**config.mk**
```make
export PLATFORM = sky130hd
export DESIGN_NAME = tpd_ctrl
export DESIGN_NICKNAME = d
export VERILOG_FILES = /design/src/hw/rtl/tpd_pkg.sv /design/src/hw/rtl/tpd_ctrl.sv
export SDC_FILE = /design/constraint.sdc
export NUM_CORES = 1
export LEC_CHECK = 0
export BUFFER_PORTS_ARGS = -buffer_cell sky130_fd_sc_hd__buf_4
export CORE_UTILIZATION = 45
export DETAILED_ROUTE_END_ITERATION = 8
export PLACE_DENSITY = 0.73
export SLEW_MARGIN = 40
export SYNTH_ARGS = -nofsm -noshare
export SYNTH_HDL_FRONTEND = slang
export SYNTH_SLANG_ARGS = --single-unit
```
**constraint.sdc**
```tcl
create_clock -name clk -period 3.77 [get_ports clk]
set_input_delay 1.131 -clock clk [delete_from_list [all_inputs] [get_ports clk]]
set_output_delay 1.131 -clock clk [all_outputs]
set_load 0.01 [all_outputs]
```
**src/hw/rtl/tpd_pkg.sv**
```systemverilog
// ----------------------------------------------------------------------------
// tpd_pkg
// Shared types and constants for the tile palette dedup encoder.
// ----------------------------------------------------------------------------
package tpd_pkg;

  localparam int STORE_DEPTH       = 256;  // entries addressable by an 8-bit index
  localparam int TABLE_DEPTH_DEF   = 256;
  localparam int KEY_W             = 24;   // {attr, row, col} as packed on tdata
  localparam int IDX_W             = 8;

  typedef enum logic [1:0] {
    ST_IDLE,
    ST_SCAN,
    ST_DONE
  } tpd_state_t;

  // Result handed from the search controller to the output register
  typedef struct packed {
    logic             valid;
    logic [IDX_W-1:0] index;
    logic             new_entry;
    logic             overflow;
    logic             last;
  } tpd_result_t;

endpackage

```
**src/hw/rtl/tpd_ctrl.sv**
```systemverilog
// ----------------------------------------------------------------------------
// tpd_ctrl
// Search sequencer: linear scan of the valid entries, append on miss.
// ----------------------------------------------------------------------------
module tpd_ctrl
  import tpd_pkg::*;
#(
  parameter int DEPTH = STORE_DEPTH,
  localparam int AW   = $clog2(DEPTH),
  localparam int CW   = $clog2(DEPTH + 1)
) (
  input  logic             clk,
  input  logic             rst,
  // input beat
  input  logic             in_valid,
  output logic             in_ready,
  input  logic [KEY_W-1:0] in_key,
  input  logic             in_last,
  // result toward the output register
  output tpd_result_t      res,
  input  logic             res_take,
  // palette store
  output logic             wr_en,
  output logic [AW-1:0]    wr_addr,
  output logic [KEY_W-1:0] wr_data,
  output logic [AW-1:0]    rd_addr,
  input  logic [KEY_W-1:0] rd_data
);

  tpd_state_t       state, state_next;
  logic [KEY_W-1:0] key;
  logic             last;
  logic [CW-1:0]    count;
  logic [CW-1:0]    ptr;
  logic             rd_pending;
  logic [AW-1:0]    rd_idx;
  logic [AW-1:0]    res_idx;
  logic             res_new;
  logic             res_ovf;

  logic hit;
  logic issue;
  logic miss_done;
  logic has_room;

  // compare the entry read last cycle; keep issuing while entries remain
  assign hit       = rd_pending && (rd_data == key);
  assign issue     = (ptr < count) && !hit;
  assign miss_done = !hit && !issue && !rd_pending;
  assign has_room  = count < CW'(DEPTH);

  always_comb begin
    state_next = state;
    unique case (state)
      ST_IDLE: if (in_valid) state_next = ST_SCAN;
      ST_SCAN: if (hit || miss_done) state_next = ST_DONE;
      ST_DONE: if (res_take) state_next = ST_IDLE;
      default: state_next = ST_IDLE;
    endcase
  end

  always_comb begin
    in_ready      = (state == ST_IDLE);
    rd_addr       = ptr[AW-1:0];
    wr_en         = (state == ST_SCAN) && miss_done && has_room;
    wr_addr       = count[AW-1:0];
    wr_data       = key;
    res.valid     = (state == ST_DONE);
    res.index     = IDX_W'(res_idx);
    res.new_entry = res_new;
    res.overflow  = res_ovf;
    res.last      = last;
  end

  always_ff @(posedge clk) begin
    if (rst) begin
      state      <= ST_IDLE;
      count      <= '0;
      rd_pending <= 1'b0;
    end else begin
      state      <= state_next;
      rd_pending <= (state == ST_SCAN) && issue;
      if (state == ST_SCAN && wr_en) begin
        count <= count + CW'(1);
      end else if (state == ST_DONE && res_take && last) begin
        count <= '0;
      end
    end
  end

  always_ff @(posedge clk) begin
    unique case (state)
      ST_IDLE: begin
        if (in_valid) begin
          key <= in_key;
          last <= in_last;
        end
        ptr <= '0;
      end
      ST_SCAN: begin
        if (issue) begin
          ptr    <= ptr + CW'(1);
          rd_idx <= ptr[AW-1:0];
        end
        if (hit) begin
          res_idx <= rd_idx;
          res_new <= 1'b0;
          res_ovf <= 1'b0;
        end else if (miss_done) begin
          res_idx <= has_room ? count[AW-1:0] : '0;
          res_new <= has_room;
          res_ovf <= !has_room;
        end
      end
      ST_DONE: ;
      default: ;
    endcase
  end

endmodule

```
==> impl_results.rst, run 1 <==
.. list-table::
   :header-rows: 1

   * - Metric
     - Value
   * - Final setup vio count
     - 0
   * - Register clock-pin slew on the reported worst setup and hold paths
     - 0.07 ns
   * - Hold endpoint
     - res_idx[1]$_DFFE_PP_
   * - Number of levels in the clock H-tree
     - 3
   * - Synthesized Nets
     - 322
   * - Routability-driven placement congestion ratio
     - 0.811
   * - Hold_ws
     - 0.540 ns
   * - DP HPWL
     - 5260 um
   * - DRT iter0 DRCs
     - 127
   * - Classification of the worst-slack hold path
     - reg -> reg
   * - Post-synthesis cell type count
     - 49
   * - Startpoint types
     - flip-flop
   * - WHS Path Cells
     - 1
   * - Worst slew margin
     - 0.593
   * - Core area
     - 6790 sq um
   * - Cells traversed along the worst timing path
     - inv_1, ha_1, a211oi_1, o211ai_2, a32oi_1, nor2_1, buf_4
   * - Yosys warning count
     - 0
   * - Number of maximum-capacitance violations
     - 0
   * - Share of final-layout standard cells stronger than drive strength 1
     - 0.390
   * - Antenna-violating nets left
     - 0
   * - Skew-Pair Late Insertion Delay
     - 0.33 ns
   * - Power per Cell Area
     - 599 nW/um^2
   * - Post-synth EDFFs
     - 52
   * - Number of hold violations in the final report
     - 0
   * - Static leakage power
     - 1.67 nW
   * - Die area
     - 7380 sq um
   * - Wire length per cell
     - 14.9 um
   * - Starting density of the core
     - 0.466
   * - IR drop worst, VDD
     - 0.350 mV
   * - Peak clock frequency supported by timing
     - 302 MHz
   * - Area grow syn2layout
     - 31.8%
   * - Cell Area, Synth
     - 3170 sq um
   * - Worst-path cell with the longest stage delay
     - sky130_fd_sc_hd__dfxtp_1
   * - Cell with the most instances after synthesis
     - sky130_fd_sc_hd__edfxtp_1
   * - Required time at the worst-slack endpoint
     - 2.64 ns
   * - Async set-or-reset flop fraction in the synthesized netlist
     - 0
   * - Post-route DRC
     - 0
   * - Total global-route track usage
     - 0.194
   * - Synth cell count leaders
     - sky130_fd_sc_hd__edfxtp_1, sky130_fd_sc_hd__xnor2_1, sky130_fd_sc_hd__nor2_1
   * - Cell taking the most area after synthesis
     - sky130_fd_sc_hd__edfxtp_1
   * - Critical hold path startpoint
     - rd_idx[1]$_DFFE_PP_
   * - Post-CTS setup-driven buffer insertion count
     - 0
   * - CP max stage delay
     - 0.41 ns
   * - Storage cell area
     - 1800 sq um
   * - CTS buffer count
     - 9
   * - Multi-input gate area
     - 1150 sq um
   * - Register bit total from synthesis
     - 64
   * - Number of slew-limit violations in the final report
     - 0
   * - Total negative slack
     - 0 ns
   * - CTS tree
     - done
   * - Total vias in the final route
     - 2234
   * - Largest net degree at the start of global routing
     - 27
   * - Mean instance size in the synthesized netlist
     - 12.2 sq um
   * - Final worst-path cycle share
     - 0.877
   * - Unrepaired setup endpoints after global routing
     - false
   * - Crit Reg-Reg Endpoint
     - rd_idx[2]$_DFFE_PP_
   * - Number of port buffers
     - 106
   * - Gates resized, CTS repair
     - 0
   * - Startpoint of the worst setup timing path
     - count[4]$_SDFFE_PP0P_
   * - Via-to-Cell Ratio
     - 4.91
   * - Ys flop type
     - sky130_fd_sc_hd__edfxtp_1
   * - Library cell used as clock root buffer
     - sky130_fd_sc_hd__clkbuf_8
   * - Result of the run
     - completed
   * - Data arrival, critical path
     - 2.18 ns
   * - Cell types with the largest area share after synthesis
     - sky130_fd_sc_hd__edfxtp_1, sky130_fd_sc_hd__dfxtp_1, sky130_fd_sc_hd__xnor2_1
   * - Number of placement rows
     - 30
   * - R2R Path Start
     - count[4]$_SDFFE_PP0P_
   * - Worst-case reg-to-reg path depth
     - 6
   * - Buffer depth of the longest clock path
     - 2
   * - Final worst clock skew
     - 0.0130 ns
   * - Initial antenna violation count
     - 0
   * - Number of iterations in the first detailed-routing pass
     - 4
   * - Number of top-level pins
     - 107
   * - Cell count after synthesis
     - 259
   * - Final Routed Wirelength
     - 6770 um
   * - Global-route wire length before repair
     - 10700 um
   * - Clock sinks
     - 64
   * - Final worst path period need
     - 3.31 ns
   * - Number of global-route vias before repair
     - 2243
   * - Net count of the finished layout
     - 417
   * - ANT cells
     - 0
   * - Worst-path fanout max
     - 5
   * - Number of filler cells placed in the layout
     - 564
   * - Die outline height
     - 85.9 um
   * - X dimension of the die
     - 85.9 um
   * - Slack of the worst reg-to-reg path
     - 1.25 ns
   * - Number of hold buffers added after cts
     - 0
   * - Crit path kind
     - reg -> out
   * - Fraction of the yosys area taken by sequential cells
     - 0.569
   * - Share of Yosys cell area claimed by the top area cell type
     - 0.493
   * - Total global routing overflow
     - 0
   * - Slew at the pin closest to its max-slew limit
     - 0.606 ns
   * - Type of destination of the critical path
     - output pin
[logic make-up (layout without fill, tap and decap cells)]
logic type	Yosys count	after routing	synth area share
and+or+nand+nor	76	76	0.129
xor gates and xnor gates	30	30	0.0830
buffers and inverters	37	137	0.0695
AOI/OAI and AO/OA	33	33	0.0727
adders and majority gates	10	10	0.0395
DFF	64	64	0.569
muxes	9	9	0.0375
[power by group]
| group | switching [mW] | total, mW | internal [mW] |
|---|---|---|---|
| clock network | 0.266 | 0.703 | 0.437 |
| logic | 0.391 | 0.731 | 0.339 |
| registers | 0.112 | 1.07 | 0.956 |
| total | 0.769 | 2.50 | 1.73 |
[metal layers]
layer	global-route usage	up-vias	wire, um
li1	-	1107	-
met1	0.226	1060	2710
met2	0.348	61	3640
met3	0.0443	6	349
met4	0.0712	0	70
met5	0	-	0
[state kept, by name, summed over array words and instances (netlist names)]
register,count
res_ovf,1
rd_idx,8
wr_data,24
res_new,1
last,1
rd_pending,1
ptr,9
count,9
res_idx,8
state,2
[cells in the final DEF (no fill, tap or decap), types with 6 or more instances in the layout]
master,n
sky130_fd_sc_hd__a21oi_1,8
sky130_fd_sc_hd__ha_1,10
sky130_fd_sc_hd__buf_4,110
sky130_fd_sc_hd__nor2_1,20
sky130_fd_sc_hd__o21ai_0,6
sky130_fd_sc_hd__nand2_1,14
sky130_fd_sc_hd__xnor2_1,27
sky130_fd_sc_hd__dfxtp_1,12
sky130_fd_sc_hd__nand3_1,11
sky130_fd_sc_hd__edfxtp_1,52
sky130_fd_sc_hd__clkbuf_8,9
sky130_fd_sc_hd__inv_1,11
[layout make-up]
class	instances	area share
clock buffers	10	0.0306
clock inverters	6	0.0258
inverters	11	0.00989
multi-input cells	158	0.275
flip-flops and latches	64	0.432
well taps	96	0.0288
repair buffers	110	0.198
[worst max-delay path by stage]
stage                                  endpoint  slack, ns  cells past startpoint
after global placement    res_ovf$_SDFFCE_PP0P_       0.82                      8
after floorplan            res_idx[0]$_DFFE_PP_       0.80                      6
final                                     wr_en       0.46                      7
after detailed placement   res_idx[0]$_DFFE_PP_       0.76                      8
after global routing                      wr_en       0.32                      7
after CTS                                 wr_en       0.46                      7
[through the flow]
step / worst slack [ns] / power (mW) / utilization / cell area (sq um) / instances
CTS: 0.461 / 2.52 / 0.614 / 4170 / 455
global route: 0.321 / 2.63 / 0.614 / 4170 / 455
finish: 0.463 / 2.50 / 0.614 / 4170 / 455
floorplan: 0.799 / 1.51 / - / 3170 / 259
global placement: 0.817 / 1.80 / 0.579 / 3930 / 439
detailed placement: 0.755 / 1.82 / 0.580 / 3940 / 439
[critical path: cells and delay by family (launching register included)]
family                     cells  cell delay (ns)
AOI/OAI and AO/OA              3             0.74
adders and majority gates      1             0.32
buffers and inverters          2             0.28
DFF                            1             0.41
and+or+nand+nor                1             0.10
(Power assumes the default switching activity.)
==> inputs of run 2 (changes only) <==
--- a/config.mk
+++ b/config.mk
@@ -8,6 +8,7 @@
 export BUFFER_PORTS_ARGS = -buffer_cell sky130_fd_sc_hd__buf_4
 export CORE_UTILIZATION = 45
 export DETAILED_ROUTE_END_ITERATION = 8
+export GPL_TIMING_DRIVEN = 0
 export PLACE_DENSITY = 0.73
 export SLEW_MARGIN = 40
 export SYNTH_ARGS = -nofsm -noshare
==> run 2 against run 1 <==
Design area up 1.8%; sequential share of layout area down 0.76 points; register-to-register slack better by 0.06 ns; cell count up 4.8%; die area unchanged; utilization up 1.1 points; critical endpoint unchanged.
==> impl_results.rst, run 2 (synthesis results as in run 1) <==
.. list-table::
   :header-rows: 1

   * - Metric
     - Value
   * - Antenna-violating nets left
     - 0
   * - R2R Path Start
     - wr_data[4]$_DFFE_PP_
   * - Largest net degree at the start of global routing
     - 27
   * - Routability-driven placement congestion ratio
     - 0.810
   * - Worst slew margin
     - 0.592
   * - Worst slack after detailed placement
     - 0.518 ns
   * - Die area
     - 7380 sq um
   * - Total global routing overflow
     - 0
   * - Number of iterations in the first detailed-routing pass
     - 4
   * - Number of hold violations in the final report
     - 0
   * - Register clock-pin slew on the reported worst setup and hold paths
     - 0.07 ns
   * - Result of the run
     - completed
   * - IR drop worst, VDD
     - 0.276 mV
   * - Clock sinks
     - 64
   * - Number of levels in the clock H-tree
     - 3
   * - Power per Cell Area
     - 547 nW/um^2
   * - Final worst path period need
     - 3.58 ns
   * - Number of hold buffers added after cts
     - 0
   * - Post-route DRC
     - 0
   * - Total negative slack
     - 0 ns
   * - Wire length per cell
     - 14.1 um
   * - CTS tree
     - done
   * - Net count of the finished layout
     - 439
   * - Gates resized, CTS repair
     - 0
   * - Flip-flop count of the largest register after layout
     - 24
   * - Classification of the worst-slack hold path
     - reg -> reg
   * - CTS buffer count
     - 9
   * - Startpoint of the worst setup timing path
     - count[4]$_SDFFE_PP0P_
   * - Total global-route track usage
     - 0.193
   * - DP HPWL
     - 5230 um
   * - Final worst clock skew
     - 0.00772 ns
   * - DRT iter0 DRCs
     - 103
   * - Startpoint types
     - flip-flop
   * - Type of destination of the critical path
     - output pin
   * - Library cell used as clock root buffer
     - sky130_fd_sc_hd__clkbuf_8
   * - Crit path kind
     - reg -> out
   * - Core area
     - 6790 sq um
   * - Number of placement rows
     - 30
   * - Final worst-path cycle share
     - 0.950
   * - Cells traversed along the worst timing path
     - inv_1, ha_1, a211oi_1, o211ai_2, a32oi_1, buf_2, nor2_1, buf_4
   * - Data arrival, critical path
     - 2.45 ns
   * - Number of slew-limit violations in the final report
     - 0
   * - Initial antenna violation count
     - 0
   * - Via-to-Cell Ratio
     - 4.93
   * - Share of final-layout standard cells stronger than drive strength 1
     - 0.412
   * - ANT cells
     - 0
   * - Number of port buffers
     - 106
   * - Area grow syn2layout
     - 34.2%
   * - Post-CTS setup-driven buffer insertion count
     - 0
   * - Total vias in the final route
     - 2350
   * - Finished Layout Cells
     - 477
   * - Global-route wire length before repair
     - 10600 um
   * - Layout Utilization
     - 0.625
   * - Static leakage power
     - 1.73 nW
   * - Die outline height
     - 85.9 um
   * - Final setup vio count
     - 0
   * - Crit Reg-Reg Endpoint
     - res_idx[5]$_DFFE_PP_
   * - Leading cell types in the layout, fill and taps excluded
     - sky130_fd_sc_hd__buf_4, sky130_fd_sc_hd__edfxtp_1, sky130_fd_sc_hd__xnor2_1
   * - Number of global-route vias before repair
     - 2225
   * - Worst-path fanout max
     - 10
   * - Peak clock frequency supported by timing
     - 279 MHz
   * - Post-Place Cells
     - 461
   * - Worst setup path endpoint
     - wr_en
   * - Starting density of the core
     - 0.466
   * - Required time at the worst-slack endpoint
     - 2.64 ns
   * - Skew-Pair Late Insertion Delay
     - 0.34 ns
   * - Buffer depth of the longest clock path
     - 2
   * - Unrepaired setup endpoints after global routing
     - false
   * - Tot Pwr
     - 2.33 mW
   * - X dimension of the die
     - 85.9 um
   * - Number of top-level pins
     - 107
   * - Worst-case setup margin in the final layout
     - 0.189 ns
   * - Most frequent standard cell in the layout excluding fill and tap cells
     - sky130_fd_sc_hd__buf_4
   * - Worst-case reg-to-reg path depth
     - 6
   * - Slack of the worst reg-to-reg path
     - 1.31 ns
   * - CP max stage delay
     - 0.41 ns
   * - Number of maximum-capacitance violations
     - 0
   * - Slew at the pin closest to its max-slew limit
     - 0.612 ns
   * - Final Routed Wirelength
     - 6710 um
   * - Worst-path cell with the longest stage delay
     - sky130_fd_sc_hd__dfxtp_1
[run 2: changes by cell type in the layout (fill, tap and decap cells not counted), sizes merged]
cell	change
buf	+18
clkbuf	+6
bufinv	-3
clkinv	+1
[run 2: through the flow]
stage / area, sq um / hold WS (ns)
after floorplan: 3170 / 0.483
after global placement: 4080 / 0.534
after detailed placement: 4090 / 0.536
after CTS: 4250 / 0.545
after global routing: 4250 / 0.567
final: 4250 / 0.542
[run 2: worst max-delay path, delay by kind of cell (launching register included)]
kind                       cells  cell delay, ns
AOI/OAI and AO/OA              3            0.72
adders and majority gates      1            0.31
buffers and inverters          3            0.57
DFF                            1            0.41
and+or+nand+nor                1            0.10
[run 2: where the power goes]
group / switching (mW) / internal, mW / total (mW)
registers: 0.111 / 0.958 / 1.07
logic: 0.397 / 0.369 / 0.766
clock network: 0.256 / 0.235 / 0.491
total: 0.764 / 1.56 / 2.33
[run 2: layout make-up]
cell class / instances / area [sq um]
multi-input combinational: 158 / 1150
fill: 567 / 2540
sequential: 64 / 1800
timing repair buffer: 106 / 796
buffer: 26 / 179
tap: 96 / 120
clock inverter: 4 / 21.3
clock buffer: 12 / 135
inverter: 11 / 41.3
[run 2: routing by layer]
layer / wire length (um) / track usage / up-vias
met5: 0 / 0 / -
met4: 207 / 0.112 / 0
met3: 251 / 0.0404 / 18
met2: 3470 / 0.325 / 64
met1: 2790 / 0.229 / 1113
li1: - / - / 1155
[run 2: worst min-delay path by stage]
stage	start	endpoint	slack, ns	depth (start not counted)
after floorplan	count[1]$_SDFFE_PP0P_	count[1]$_SDFFE_PP0P_	0.48	2
after global placement	rd_idx[4]$_DFFE_PP_	res_idx[4]$_DFFE_PP_	0.53	1
after detailed placement	rd_idx[0]$_DFFE_PP_	res_idx[0]$_DFFE_PP_	0.54	1
after CTS	rd_idx[0]$_DFFE_PP_	res_idx[0]$_DFFE_PP_	0.55	1
after global routing	rd_idx[3]$_DFFE_PP_	res_idx[3]$_DFFE_PP_	0.57	1
final	rd_idx[0]$_DFFE_PP_	res_idx[0]$_DFFE_PP_	0.54	1
